`src/design/alvc_pkg.sv`:
```
// ----------------------------------------------------------------------------
// alvc_pkg - shared types and microcode for the velocity clamp
// Widths of the datapath, control word layout and the control program ROM.
// ----------------------------------------------------------------------------
package alvc_pkg;

    // field widths
    localparam int COORD_W = 21;
    localparam int SPEED_W = 18;
    localparam int ACCEL_W = 17;
    localparam logic [ACCEL_W-1:0] ACCEL_RESET = 17'd10000;

    // datapath widths: |dx| needs one bit more than a coordinate
    localparam int DIFF_W = COORD_W + 1;
    localparam int MUL_W  = DIFF_W;
    localparam int PROD_W = 2 * MUL_W;
    localparam int RAD_W  = PROD_W;
    localparam int ROOT_W = RAD_W / 2;

    // square root iterations, one root bit each
    localparam int SQ_STEPS = ROOT_W;
    localparam int CNT_W    = $clog2(SQ_STEPS);

    // program counter
    localparam int PROG_LEN = 12;
    localparam int PC_W     = $clog2(PROG_LEN);

    typedef enum logic [2:0] {
        MUL_NONE,
        MUL_DX,
        MUL_DY,
        MUL_VV,
        MUL_AD
    } mul_sel_t;

    typedef enum logic [1:0] {
        ACC_HOLD,
        ACC_LOAD,
        ACC_ADD,
        ACC_ADD2
    } acc_op_t;

    typedef enum logic [1:0] {
        JC_NONE,
        JC_NO_INPUT,
        JC_CNT_NZ,
        JC_OUT_BUSY
    } jump_t;

    typedef struct packed {
        mul_sel_t        mul;
        acc_op_t         acc;
        logic            capture;
        logic            sq_init;
        logic            sq_step;
        logic            cnt_load;
        logic            emit;
        jump_t           cond;
        logic [PC_W-1:0] jump;
        logic [PC_W-1:0] next;
    } ctrl_word_t;

    typedef struct packed {
        logic out_busy;
    } dp_stat_t;

    // step labels
    localparam logic [PC_W-1:0] ST_WAIT   = 4'd0;
    localparam logic [PC_W-1:0] ST_MDX    = 4'd1;
    localparam logic [PC_W-1:0] ST_MDY    = 4'd2;
    localparam logic [PC_W-1:0] ST_ADDD   = 4'd3;
    localparam logic [PC_W-1:0] ST_SQ1I   = 4'd4;
    localparam logic [PC_W-1:0] ST_SQ1    = 4'd5;
    localparam logic [PC_W-1:0] ST_MVV    = 4'd6;
    localparam logic [PC_W-1:0] ST_MAD    = 4'd7;
    localparam logic [PC_W-1:0] ST_ADDB   = 4'd8;
    localparam logic [PC_W-1:0] ST_SQ2I   = 4'd9;
    localparam logic [PC_W-1:0] ST_SQ2    = 4'd10;
    localparam logic [PC_W-1:0] ST_EMIT   = 4'd11;

    // control program ROM
    function automatic ctrl_word_t prog_word(input logic [PC_W-1:0] pc);
        ctrl_word_t w;
        w          = '0;
        w.mul      = MUL_NONE;
        w.acc      = ACC_HOLD;
        w.cond     = JC_NONE;
        w.jump     = ST_WAIT;
        w.next     = ST_WAIT;
        unique case (pc)
            ST_WAIT:
            begin
                w.capture = 1'b1;
                w.cond    = JC_NO_INPUT;
                w.jump    = ST_WAIT;
                w.next    = ST_MDX;
            end
            ST_MDX:
            begin
                w.mul  = MUL_DX;
                w.next = ST_MDY;
            end
            ST_MDY:
            begin
                w.mul  = MUL_DY;
                w.acc  = ACC_LOAD;
                w.next = ST_ADDD;
            end
            ST_ADDD:
            begin
                w.acc  = ACC_ADD;
                w.next = ST_SQ1I;
            end
            ST_SQ1I:
            begin
                w.sq_init  = 1'b1;
                w.cnt_load = 1'b1;
                w.next     = ST_SQ1;
            end
            ST_SQ1:
            begin
                w.sq_step = 1'b1;
                w.cond    = JC_CNT_NZ;
                w.jump    = ST_SQ1;
                w.next    = ST_MVV;
            end
            ST_MVV:
            begin
                w.mul  = MUL_VV;
                w.next = ST_MAD;
            end
            ST_MAD:
            begin
                w.mul  = MUL_AD;
                w.acc  = ACC_LOAD;
                w.next = ST_ADDB;
            end
            ST_ADDB:
            begin
                w.acc  = ACC_ADD2;
                w.next = ST_SQ2I;
            end
            ST_SQ2I:
            begin
                w.sq_init  = 1'b1;
                w.cnt_load = 1'b1;
                w.next     = ST_SQ2;
            end
            ST_SQ2:
            begin
                w.sq_step = 1'b1;
                w.cond    = JC_CNT_NZ;
                w.jump    = ST_SQ2;
                w.next    = ST_EMIT;
            end
            ST_EMIT:
            begin
                w.emit = 1'b1;
                w.cond = JC_OUT_BUSY;
                w.jump = ST_EMIT;
                w.next = ST_WAIT;
            end
            default:
            begin
                w.next = ST_WAIT;
            end
        endcase
        return w;
    endfunction

endpackage

```
`src/design/alvc_sqrt.sv`:
```
// ----------------------------------------------------------------------------
// alvc_sqrt - iterative floor square root
// Restoring digit recurrence: two radicand bits in, one root bit out per step.
// ----------------------------------------------------------------------------
module alvc_sqrt (
    input  logic                       clk,
    input  logic                       init,
    input  logic                       step,
    input  logic [alvc_pkg::RAD_W-1:0]  radicand,
    output logic [alvc_pkg::ROOT_W-1:0] root
);
    import alvc_pkg::*;

    localparam int REM_W = ROOT_W + 1;
    localparam int TRY_W = REM_W + 2;

    logic [RAD_W-1:0]  n_reg, n_next;
    logic [REM_W-1:0]  r_reg, r_next;
    logic [ROOT_W-1:0] q_reg, q_next;
    logic [TRY_W-1:0]  r_sh;
    logic [TRY_W-1:0]  trial;
    logic [TRY_W-1:0]  diff;

    // one recurrence step
    always_comb
    begin
        r_sh   = {r_reg, n_reg[RAD_W-1 -: 2]};
        trial  = {1'b0, q_reg, 2'b01};
        diff   = r_sh - trial;
        n_next = n_reg;
        r_next = r_reg;
        q_next = q_reg;
        if (init)
        begin
            n_next = radicand;
            r_next = '0;
            q_next = '0;
        end
        else if (step)
        begin
            n_next = {n_reg[RAD_W-3:0], 2'b00};
            if (r_sh >= trial)
            begin
                r_next = diff[REM_W-1:0];
                q_next = {q_reg[ROOT_W-2:0], 1'b1};
            end
            else
            begin
                r_next = r_sh[REM_W-1:0];
                q_next = {q_reg[ROOT_W-2:0], 1'b0};
            end
        end
    end

    // payload registers, no reset
    always_ff @(posedge clk)
    begin
        n_reg <= n_next;
        r_reg <= r_next;
        q_reg <= q_next;
    end

    assign root = q_reg;

endmodule

```
`src/design/alvc_seq.sv`:
```
// ----------------------------------------------------------------------------
// alvc_seq - microcode sequencer
// Program counter, iteration counter and conditional jumps over the ROM.
// ----------------------------------------------------------------------------
module alvc_seq (
    input  logic                 clk,
    input  logic                 rst_n,
    input  logic                 in_valid,
    input  alvc_pkg::dp_stat_t   stat,
    output alvc_pkg::ctrl_word_t ctrl
);
    import alvc_pkg::*;

    logic [PC_W-1:0]  pc_reg, pc_next;
    logic [CNT_W-1:0] cnt_reg, cnt_next;
    logic             cond_true;

    // fetch and branch
    always_comb
    begin
        ctrl = prog_word(pc_reg);
        unique case (ctrl.cond)
            JC_NONE:     cond_true = 1'b0;
            JC_NO_INPUT: cond_true = !in_valid;
            JC_CNT_NZ:   cond_true = (cnt_reg != '0);
            JC_OUT_BUSY: cond_true = stat.out_busy;
        endcase
        pc_next  = cond_true ? ctrl.jump : ctrl.next;
        cnt_next = cnt_reg;
        if (ctrl.cnt_load)
        begin
            cnt_next = CNT_W'(SQ_STEPS - 1);
        end
        else if (ctrl.cond == JC_CNT_NZ && cnt_reg != '0)
        begin
            cnt_next = cnt_reg - 1'b1;
        end
    end

    always_ff @(posedge clk or negedge rst_n)
    begin
        if (!rst_n)
        begin
            pc_reg  <= ST_WAIT;
            cnt_reg <= '0;
        end
        else
        begin
            pc_reg  <= pc_next;
            cnt_reg <= cnt_next;
        end
    end

`ifndef SYNTHESIS
    // an accepted item always starts the distance products
    a_accept_starts: assert property (@(posedge clk) disable iff (!rst_n)
        (ctrl.capture && in_valid) |=> (pc_reg == ST_MDX))
        else $error("accepted item did not start the program");

    // the iteration count is live only inside a root loop
    a_cnt_in_loop: assert property (@(posedge clk) disable iff (!rst_n)
        (cnt_reg != '0) |-> ctrl.sq_step)
        else $error("iteration count live outside root loop");

    // program counter stays inside the ROM
    a_pc_range: assert property (@(posedge clk) disable iff (!rst_n)
        pc_reg <= ST_EMIT)
        else $error("program counter out of range");
`endif

endmodule

```
`src/design/alvc_dp.sv`:
```
// ----------------------------------------------------------------------------
// alvc_dp - datapath of the velocity clamp
// Input capture, path state, shared multiplier, accumulator, root unit and
// the output register, all steered by the control word.
// ----------------------------------------------------------------------------
module alvc_dp (
    input  logic                          clk,
    input  logic                          rst_n,
    input  alvc_pkg::ctrl_word_t          ctrl,
    input  logic                          in_valid,
    input  logic signed [alvc_pkg::COORD_W-1:0] in_x,
    input  logic signed [alvc_pkg::COORD_W-1:0] in_y,
    input  logic signed [alvc_pkg::SPEED_W-1:0] in_speed,
    input  logic                          in_start,
    input  logic [alvc_pkg::ACCEL_W-1:0]  max_accel,
    input  logic                          out_ready,
    output logic                          out_valid,
    output logic signed [alvc_pkg::SPEED_W-1:0] out_speed,
    output logic                          out_clamped,
    output alvc_pkg::dp_stat_t            stat
);
    import alvc_pkg::*;

    // path state
    logic signed [COORD_W-1:0] last_x_reg, last_y_reg;
    logic signed [SPEED_W-1:0] last_speed_reg;
    // per item working registers
    logic [DIFF_W-1:0]         dx_reg, dy_reg;
    logic [SPEED_W-1:0]        vmag_reg;
    logic signed [SPEED_W-1:0] tv_reg;
    logic [PROD_W-1:0]         prod_reg, prod_next;
    logic [RAD_W-1:0]          acc_reg, acc_next;
    // output register
    logic                      out_valid_reg;
    logic signed [SPEED_W-1:0] out_speed_reg;
    logic                      out_clamped_reg;

    logic                      cap_fire;
    logic                      emit_fire;
    logic signed [COORD_W-1:0] base_x, base_y;
    logic signed [DIFF_W-1:0]  sub_x, sub_y;
    logic [DIFF_W-1:0]         mag_x, mag_y;
    logic signed [SPEED_W-1:0] prev_v;
    logic [SPEED_W-1:0]        prev_mag;
    logic [MUL_W-1:0]          mul_a, mul_b;
    logic [ROOT_W-1:0]         root;
    logic                      clamp;
    logic signed [SPEED_W-1:0] result;

    assign cap_fire      = ctrl.capture && in_valid;
    assign stat.out_busy = out_valid_reg && !out_ready;
    assign emit_fire     = ctrl.emit && !stat.out_busy;

    // distances and previous speed; a path start compares with itself
    always_comb
    begin
        base_x   = in_start ? in_x : last_x_reg;
        base_y   = in_start ? in_y : last_y_reg;
        sub_x    = DIFF_W'(in_x) - DIFF_W'(base_x);
        sub_y    = DIFF_W'(in_y) - DIFF_W'(base_y);
        mag_x    = sub_x[DIFF_W-1] ? (~sub_x + 1'b1) : sub_x;
        mag_y    = sub_y[DIFF_W-1] ? (~sub_y + 1'b1) : sub_y;
        prev_v   = in_start ? in_speed : last_speed_reg;
        prev_mag = prev_v[SPEED_W-1] ? (~prev_v + 1'b1) : prev_v;
    end

    // shared multiplier operand select
    always_comb
    begin
        mul_a = '0;
        mul_b = '0;
        unique case (ctrl.mul)
            MUL_DX:
            begin
                mul_a = dx_reg;
                mul_b = dx_reg;
            end
            MUL_DY:
            begin
                mul_a = dy_reg;
                mul_b = dy_reg;
            end
            MUL_VV:
            begin
                mul_a = MUL_W'(vmag_reg);
                mul_b = MUL_W'(vmag_reg);
            end
            MUL_AD:
            begin
                mul_a = MUL_W'(max_accel);
                mul_b = MUL_W'(root);
            end
            default:
            begin
                mul_a = '0;
                mul_b = '0;
            end
        endcase
        prod_next = (ctrl.mul == MUL_NONE) ? prod_reg : (mul_a * mul_b);
    end

    // accumulator
    always_comb
    begin
        unique case (ctrl.acc)
            ACC_HOLD: acc_next = acc_reg;
            ACC_LOAD: acc_next = prod_reg;
            ACC_ADD:  acc_next = acc_reg + prod_reg;
            ACC_ADD2: acc_next = acc_reg + {prod_reg[PROD_W-2:0], 1'b0};
        endcase
    end

    // clamp against the reachable bound
    always_comb
    begin
        clamp  = !tv_reg[SPEED_W-1] && (tv_reg != '0)
                 && (ROOT_W'(tv_reg[SPEED_W-2:0]) > root);
        result = clamp ? $signed(root[SPEED_W-1:0]) : tv_reg;
    end

    alvc_sqrt u_sqrt (
        .clk      (clk),
        .init     (ctrl.sq_init),
        .step     (ctrl.sq_step),
        .radicand (acc_reg),
        .root     (root)
    );

    // working registers
    always_ff @(posedge clk)
    begin
        prod_reg <= prod_next;
        acc_reg  <= acc_next;
        if (cap_fire)
        begin
            dx_reg   <= mag_x;
            dy_reg   <= mag_y;
            vmag_reg <= prev_mag;
            tv_reg   <= in_speed;
        end
        if (emit_fire)
        begin
            out_speed_reg   <= result;
            out_clamped_reg <= clamp;
        end
    end

    // path state and output valid
    always_ff @(posedge clk or negedge rst_n)
    begin
        if (!rst_n)
        begin
            last_x_reg     <= '0;
            last_y_reg     <= '0;
            last_speed_reg <= '0;
            out_valid_reg  <= 1'b0;
        end
        else
        begin
            if (cap_fire)
            begin
                last_x_reg <= in_x;
                last_y_reg <= in_y;
            end
            if (emit_fire)
            begin
                last_speed_reg <= result;
                out_valid_reg  <= 1'b1;
            end
            else if (out_ready)
            begin
                out_valid_reg <= 1'b0;
            end
        end
    end

    assign out_valid   = out_valid_reg;
    assign out_speed   = out_speed_reg;
    assign out_clamped = out_clamped_reg;

`ifndef SYNTHESIS
    // a clamped speed lies strictly below its target
    a_clamp_below: assert property (@(posedge clk) disable iff (!rst_n)
        emit_fire |=> (!out_clamped_reg || (out_speed_reg < $past(tv_reg))))
        else $error("clamped speed not below target");

    // a new result appears only from the emit step
    a_valid_from_emit: assert property (@(posedge clk) disable iff (!rst_n)
        $rose(out_valid_reg) |-> $past(emit_fire))
        else $error("result valid without emit");

    // no input is taken in the emit step
    a_emit_no_capture: assert property (@(posedge clk) disable iff (!rst_n)
        ctrl.emit |-> !ctrl.capture)
        else $error("emit and capture in one step");
`endif

endmodule

```
`src/design/accel_limited_velocity_clamp.sv`:
```
// ----------------------------------------------------------------------------
// accel_limited_velocity_clamp - forward acceleration limit on path speeds
// Clamps each path point's target speed to what is reachable from the
// previous point under the configured acceleration.
// ----------------------------------------------------------------------------
// Usage:
//   Path points enter on the s_* stream, one result leaves on m_* for each
//   point, in order. path_start in s_tuser opens a new path; that point
//   passes unchanged. The cfg channel writes max_accel (always ready); write
//   it only while no point is in flight.
// Sequence and rate:
//   One point at a time through a microcoded sequencer. A point passes
//   through capture, the distance products, the distance root, the bound
//   products, the bound root and the load of the output register. Both
//   roots run on one root unit at one bit per cycle.
//   The next point is accepted in the cycle after the result is loaded.
// Reset:
//   Previous point is (0,0) at speed 0, max_accel is 10000 mm/s^2.
// Stall:
//   The result waits in the output register; a new point may be taken and
//   computed meanwhile, and the sequencer holds in its emit step until the
//   register is free.
// ----------------------------------------------------------------------------
module accel_limited_velocity_clamp (
    input  logic        clk,
    input  logic        rst_n,
    // input stream
    input  logic        s_tvalid,
    output logic        s_tready,
    input  logic [63:0] s_tdata,   // point_x[20:0], point_y[41:21], target_speed[59:42]
    input  logic        s_tuser,   // path_start[0]
    // output stream
    output logic        m_tvalid,
    input  logic        m_tready,
    output logic [23:0] m_tdata,   // limited_speed[17:0]
    output logic        m_tuser,   // was_clamped[0]
    // configuration
    input  logic        cfg_valid,
    output logic        cfg_ready,
    input  logic [16:0] cfg_data   // max_accel[16:0]
);
    import alvc_pkg::*;

    logic [ACCEL_W-1:0]        max_accel_reg;
    ctrl_word_t                ctrl;
    dp_stat_t                  stat;
    logic signed [SPEED_W-1:0] out_speed;
    logic                      out_clamped;

    // configuration register
    assign cfg_ready = 1'b1;

    always_ff @(posedge clk or negedge rst_n)
    begin
        if (!rst_n)
        begin
            max_accel_reg <= ACCEL_RESET;
        end
        else if (cfg_valid && cfg_ready)
        begin
            max_accel_reg <= cfg_data;
        end
    end

    assign s_tready = ctrl.capture;

    alvc_seq u_seq (
        .clk      (clk),
        .rst_n    (rst_n),
        .in_valid (s_tvalid),
        .stat     (stat),
        .ctrl     (ctrl)
    );

    alvc_dp u_dp (
        .clk         (clk),
        .rst_n       (rst_n),
        .ctrl        (ctrl),
        .in_valid    (s_tvalid),
        .in_x        (s_tdata[20:0]),
        .in_y        (s_tdata[41:21]),
        .in_speed    (s_tdata[59:42]),
        .in_start    (s_tuser),
        .max_accel   (max_accel_reg),
        .out_ready   (m_tready),
        .out_valid   (m_tvalid),
        .out_speed   (out_speed),
        .out_clamped (out_clamped),
        .stat        (stat)
    );

    // output packing
    assign m_tdata = {6'b0, out_speed};
    assign m_tuser = out_clamped;

endmodule
```
`config.mk`:
```
export PLATFORM = sky130hd
export DESIGN_NAME = accel_limited_velocity_clamp
export DESIGN_NICKNAME = d
export VERILOG_FILES = /design/src/design/alvc_pkg.sv /design/src/design/alvc_sqrt.sv /design/src/design/alvc_seq.sv /design/src/design/alvc_dp.sv /design/src/design/accel_limited_velocity_clamp.sv
export SDC_FILE = /design/constraint.sdc
export NUM_CORES = 2
export LEC_CHECK = 0
export BUFFER_PORTS_ARGS = -buffer_cell sky130_fd_sc_hd__buf_4
export CORE_ASPECT_RATIO = 0.9
export CORE_MARGIN = 3
export CORE_UTILIZATION = 65
export DETAILED_ROUTE_END_ITERATION = 8
export GPL_TIMING_DRIVEN = 0
export HOLD_SLACK_MARGIN = 0.05
export PLACE_DENSITY_LB_ADDON = 0.2
export SLEW_MARGIN = 20
export SYNTH_ARGS = -nofsm -noshare
export SYNTH_HDL_FRONTEND = slang
export SYNTH_SLANG_ARGS = --single-unit
```
`constraint.sdc`:
```
create_clock -name clk -period 13.3 [get_ports clk]
set_clock_uncertainty 0.1 [all_clocks]
set_input_delay 1.33 -clock clk [delete_from_list [all_inputs] [get_ports clk]]
set_output_delay 1.33 -clock clk [all_outputs]
set_load 0.05 [all_outputs]
```
# After elaboration in Yosys (flattened, before gate mapping)

Index checks and enable logic that the tools add are counted.

Output and inout bits: 28
Word-level logic and storage cells: 107
Flip-flop bits (word level): 363

Reduce and logical (&&, ||, !) cells: 22
Eq/ne operators: 21
Bitwise logic cells: 3
Add/sub/neg operators: 9
Order comparisons: 2
$mul: 1
Mux-type cells: 28

Operators with widths:

| cell                                          | count |
|---|---|
| one-hot mux 22 bit (4 select lines)           | 2 |
| one-hot mux 44 bit (3 select lines)           | 1 |
| adder 44 bit                                  | 2 |
| 2-to-1 mux 44 bit                             | 2 |
| 2-to-1 mux 21 bit                             | 4 |
| adder 22 x 1 -> 22 bit, second input constant | 2 |
| multiplier 22 x 22 -> 44 bit                  | 1 |
| NOT 22 bit                                    | 2 |
| one-hot mux 4 bit (11 select lines)           | 1 |
| subtractor 21 x 21 -> 22 bit                  | 2 |
| 2-to-1 mux 18 bit                             | 2 |
| >= comparator 25 x 24 -> 1 bit                | 1 |
| one-hot mux 6 bit (4 select lines)            | 1 |
| 2-to-1 mux 23 bit                             | 1 |
| subtractor 23 bit                             | 1 |
| > comparator 17 x 22 -> 1 bit                 | 1 |
| adder 18 x 1 -> 18 bit, second input constant | 1 |
| NOT 18 bit                                    | 1 |
| nonzero test 18 bit                           | 1 |
| 2-to-1 mux 17 bit                             | 1 |
| == test 4 x 3 -> 1 bit, second input constant | 4 |
| == test 4 bit, second input constant          | 4 |
| one-hot mux 3 bit (4 select lines)            | 1 |
| 2-to-1 mux 5 bit                              | 2 |
| other kinds (20)                              | 45 |

# Logic depth before layout (Yosys ltp)

Depth after elaboration: 6
Depth in mapped cells: 35

# By module

Synthesis repeated with hierarchy kept, for this count alone.

Cells, all modules: 4508
Area total of the unflattened synthesis: 41604.9 µm²

Modules (own cells, without submodules):

| module                       | times used | cells an instance | area each (µm²) |
|---|---|---|---|
| alvc_dp                      | 1          | 3871              | 35054.9 |
| alvc_sqrt                    | 1          | 501               | 5034.8 |
| alvc_seq                     | 1          | 91                | 763.2 |
| accel_limited_velocity_clamp | 1          | 45                | 752.0 |

# Worst setup path before layout

OpenSTA, ideal clock, no wires.

Path kind: register to register
From: reg u_seq.pc_reg[2]
To: reg u_dp.prod_reg[42], data pin
Required time: 12.942 ns
Stages on the path, launching flop included: 32
Arrival: 8.005 ns
Slack: 4.937 ns
Buffers on the path: 4
Clock period less this slack: 8.363 ns
Path through: dfrtp_1 buf_1 nand2b_1 nor2_1 clkbuf_1 clkbuf_1 buf_1 nand2_1 nand2_1 nand2_1 fa_1 fa_1 fa_1 inv_1 fa_1 fa_1 fa_1 inv_1 fa_1 inv_1 ha_1 and4_1 and4_1 nor3b_1 a21oi_1 a31oi_1 o31a_1 o31a_1 a21oi_1 o21ai_1 a21oi_1 xnor2_1

Word-level cells in the longest chain between the ends: 5
Elaborated cells between the ends (all ways): 12

Ends and longest elaborated chain:

| element                                              | line           | RTL |
|---|---|---|
| start, declared                                      | alvc_seq.sv:14 | `logic [PC_W-1:0] pc_reg, pc_next;` |
| start signal, assigned                               | alvc_seq.sv:49 | `pc_reg <= pc_next;` |
| == test 4 x 3 -> 1 bit, or another cell as far along | alvc_pkg.sv:90 | `unique case (pc)` |
| one-hot mux 3 bit (4 select lines) *                 | alvc_pkg.sv:90 |  |
| == test 3 bit, or another cell as far along          | alvc_dp.sv:72  | `unique case (ctrl.mul)` |
| one-hot mux 22 bit (4 select lines)                  | alvc_dp.sv:72  |  |
| multiplier 22 x 22 -> 44 bit *                       | alvc_dp.sv:99  | `prod_next = (ctrl.mul == MUL_NONE) ? prod_reg : (mul_a * mul_b);` |
| end signal, assigned                                 | alvc_dp.sv:132 | `prod_reg <= prod_next;` |
| end, declared                                        | alvc_dp.sv:31  | `logic [PROD_W-1:0] prod_reg, prod_next;` |

Mark *: on every way between the ends. The rest lies on a longest branch, timed or not.
A chain may end at the register's enable or synchronous reset.

# Final worst setup path

From: reg u_seq.pc_reg[2]
To: reg u_dp.prod_reg[43], data pin

Same word-level chain as after synthesis.

==> reports/qor.txt <==
Seq cells post-synth: 363
Setup bufs post-CTS: 0
Gr usage total: 0.3878
Avg Cell Area, Syn: 9.313 µm²
Largest net degree at the start of global routing: 88
# port buffers: 101
First-pass GRT wire length: 186.6 mm
WP buf/inv: 11
Capturing element type of the critical path: flop
WHS: 379.1 ps
Synthesis-to-finish area growth: 8.477%
Top cell type's share of synthesized area: 0.2034
Slew headroom: 0.1638
Vias per cell: 6.197
Post-layout minimum cycle time: 10,810 ps
Yosys warns: 0
Vias: 32.32k
Yosys top cell by area: fa_1
Largest stage delay on the critical path: 730 ps
DRC: 0
Routed wire per std cell: 23.58 µm
Sequential element share of the synthesized area: 0.2539
Tcrit/Tclk final: 0.8127
Initial Util: 0.6580
CTS tree: yes
Cells after synthesis: 4,238
Row cnt: 85
Placed inst area: 0.04138 mm²
Clk_lat worst skew: 610 ps
Clk pin slew, worst setup/hold paths: 60 ps
CTS resizes: 0
Final instance area: 0.04281 mm²
Most common flop cell mapped by yosys: edfxtp_1
Setup CP Type: reg2reg
Multi-input logic area: 0.02687 mm²
Family with the most delay on the worst path: adder cells
FF-to-FF setup slack: 2490 ps
Data arrival, critical path: 11,040 ps
CTS max path bufs: 3
Final RePlAce weighted congestion: 1.072
Hold WC Path Type: reg2reg
TritonRoute pass-1 iters: 8
CTS H-tree lvls: 2
PnR worst setup slack: 2491 ps
Async SR Flop Fraction: 0.2397
Total Wirelength: 123.0 mm
Die Y: 239.8 µm
EDFF count, synth: 231
1st-iter DRT viols: 2,829
CTS Buf Count: 41
Core area: 0.05998 mm²
Number of global-route vias before repair: 31.89k
Antenna-violating nets left: 0
Maximum fanout along the worst path: 10
Root Buffer: clkbuf_16
Pre-CTS setup slack: 2722 ps
RSZ-0062 raised after global routing: no
Max Cap Viol: 0
Initial antenna violation count: 5
Fillers: 4,645
Status: finished, final reports clean
Nets: 5,220
Top cells by area, synth: fa_1 20%, edfxtp_1 18%, ha_1 11%, nand2_1 5.4%, dfrtp_1 5.2%
Final Hold Fails: 0
Mapped Area: 0.03947 mm²
Final setup TNS: 0 ps
Hold-fix buffers at CTS: 0
Synth cell types: 103
CTS sink cnt: 363
Grt total ovfl: 0
Total die area: 0.06372 mm²
CP startpoint kind: flop
Sequential Area: 0.01002 mm²
DPL Wire Length: 98.21 mm
Worst EP required: 13,530 ps
Chip width: 265.7 µm
CP max stage cell: clkbuf_1
Boundary pin count: 115
Final setup violation count: 0
Max Slew Vio Count: 0
Layout cells sized above 1: 0.08192
Slew @ Worst Pin: 1254 ps
Max frequency: 92.52 MHz
synthesized netlist by cell type (8+ instances only):
cell,n
nand2_1,570
inv_1,515
fa_1,401
nor2_1,348
ha_1,334
edfxtp_1,231
a21oi_1,228
o21ai_0,150
clkbuf_1,138
xnor2_1,136
mux2_2,123
a21o_1,96
xor2_1,83
dfrtp_1,82
mux2i_1,70
dfxtp_1,45
nand2b_1,44
a22oi_1,40
nand3_1,38
o21ai_1,38
nor2b_1,34
nor3_1,33
nand4_1,32
o22ai_1,31
a31oi_1,30
and2_1,30
o21bai_1,29
a211oi_1,25
and3_1,25
o21a_1,23
o221ai_1,16
buf_1,13
buf_2,10
nor4_1,10
or3_1,10
nor3b_1,9
o211ai_1,9
a2111oi_0,8
and4_1,8
buf_4,8
stage by stage:
| step | std cells | utilization |
|---|---|---|
| after global routing | 5214 | 0.7137 |
| after CTS | 5213 | 0.7135 |
| after global placement | 5127 | 0.6873 |
| after detailed placement | 5137 | 0.6899 |
| after floorplan | 4243 | - |
| final | 5216 | 0.7138 |
area by class of cell:
cell class                 count  share of cell area
multi-input combinational   3192              0.6275
sequential                   363              0.2341
inverter                     518             0.04547
clock buffer                  53             0.02595
tap                          783             0.02288
timing repair buffer         112             0.02072
buffer                       170             0.01610
clock inverter                23            0.007160
antenna                        2           0.0001169
placed cells by master (no fill, tap or decap), drive strengths merged, types with 8 or more instances in the layout:
master / Yosys / final
xor2: 83 / 83
nor3b: 11 / 11
ha: 334 / 334
a31oi: 31 / 31
clkinv: 2 / 18
a211oi: 28 / 28
and4: 8 / 8
o21bai: 29 / 29
a22oi: 40 / 40
or3: 10 / 10
o221ai: 16 / 16
a2111oi: 8 / 8
and3: 25 / 25
nand2: 570 / 570
buf: 32 / 143
mux2: 123 / 123
fa: 401 / 401
edfxtp: 231 / 231
nor2b: 34 / 34
o21ai: 189 / 189
nor3: 35 / 35
a21oi: 229 / 229
nor2: 348 / 348
o31ai: 9 / 9
a21o: 97 / 97
o22ai: 31 / 31
dfrtp: 82 / 82
dfxtp: 45 / 45
nand2b: 44 / 44
and2: 33 / 33
xnor2: 136 / 136
inv: 516 / 517
clkbuf: 138 / 192
mux2i: 70 / 70
o21a: 23 / 23
nand3: 38 / 38
nor4: 11 / 11
nand4: 32 / 32
o211ai: 9 / 9
path summary, 6_finish.rpt:
kind                            depth (start not counted)               endpoint                   from
worst max-delay path                                   35      u_dp.prod_reg[43]        u_seq.pc_reg[2]
worst min-delay path                                    1  u_dp.u_sqrt.r_reg[22]  u_dp.u_sqrt.r_reg[22]
worst max register to register                         35      u_dp.prod_reg[43]        u_seq.pc_reg[2]
worst min register to register                          1  u_dp.u_sqrt.r_reg[22]  u_dp.u_sqrt.r_reg[22]
max in group asynchronous                               1       u_seq.cnt_reg[4]                  rst_n
min in group asynchronous                               1     u_dp.last_x_reg[7]                  rst_n
logic make-up (layout without fill, tap and decap cells):
| logic type | count (synthesis) | after routing | synth area share |
|---|---|---|---|
| fa+ha+maj | 735 | 735 | 0.3093 |
| compound gates | 815 | 815 | 0.1323 |
| flops | 363 | 363 | 0.2539 |
| other cells | 2 | 9 | 0.0001903 |
| mux | 193 | 193 | 0.05285 |
| buf+inv | 688 | 876 | 0.06670 |
| simple gates | 1223 | 1223 | 0.1362 |
| xor+xnor | 219 | 219 | 0.04860 |
layer usage:
layer / part of all wire / GRT usage
met1: 0.39 / 0.5050
met3: 0.11 / 0.1058
met2: 0.45 / 0.6134
met5: 0.00025 / 0
met4: 0.053 / 0.1701
Power is not shown: default switching activity piles up to over one toggle a cycle in this logic, so the estimate is an artifact.
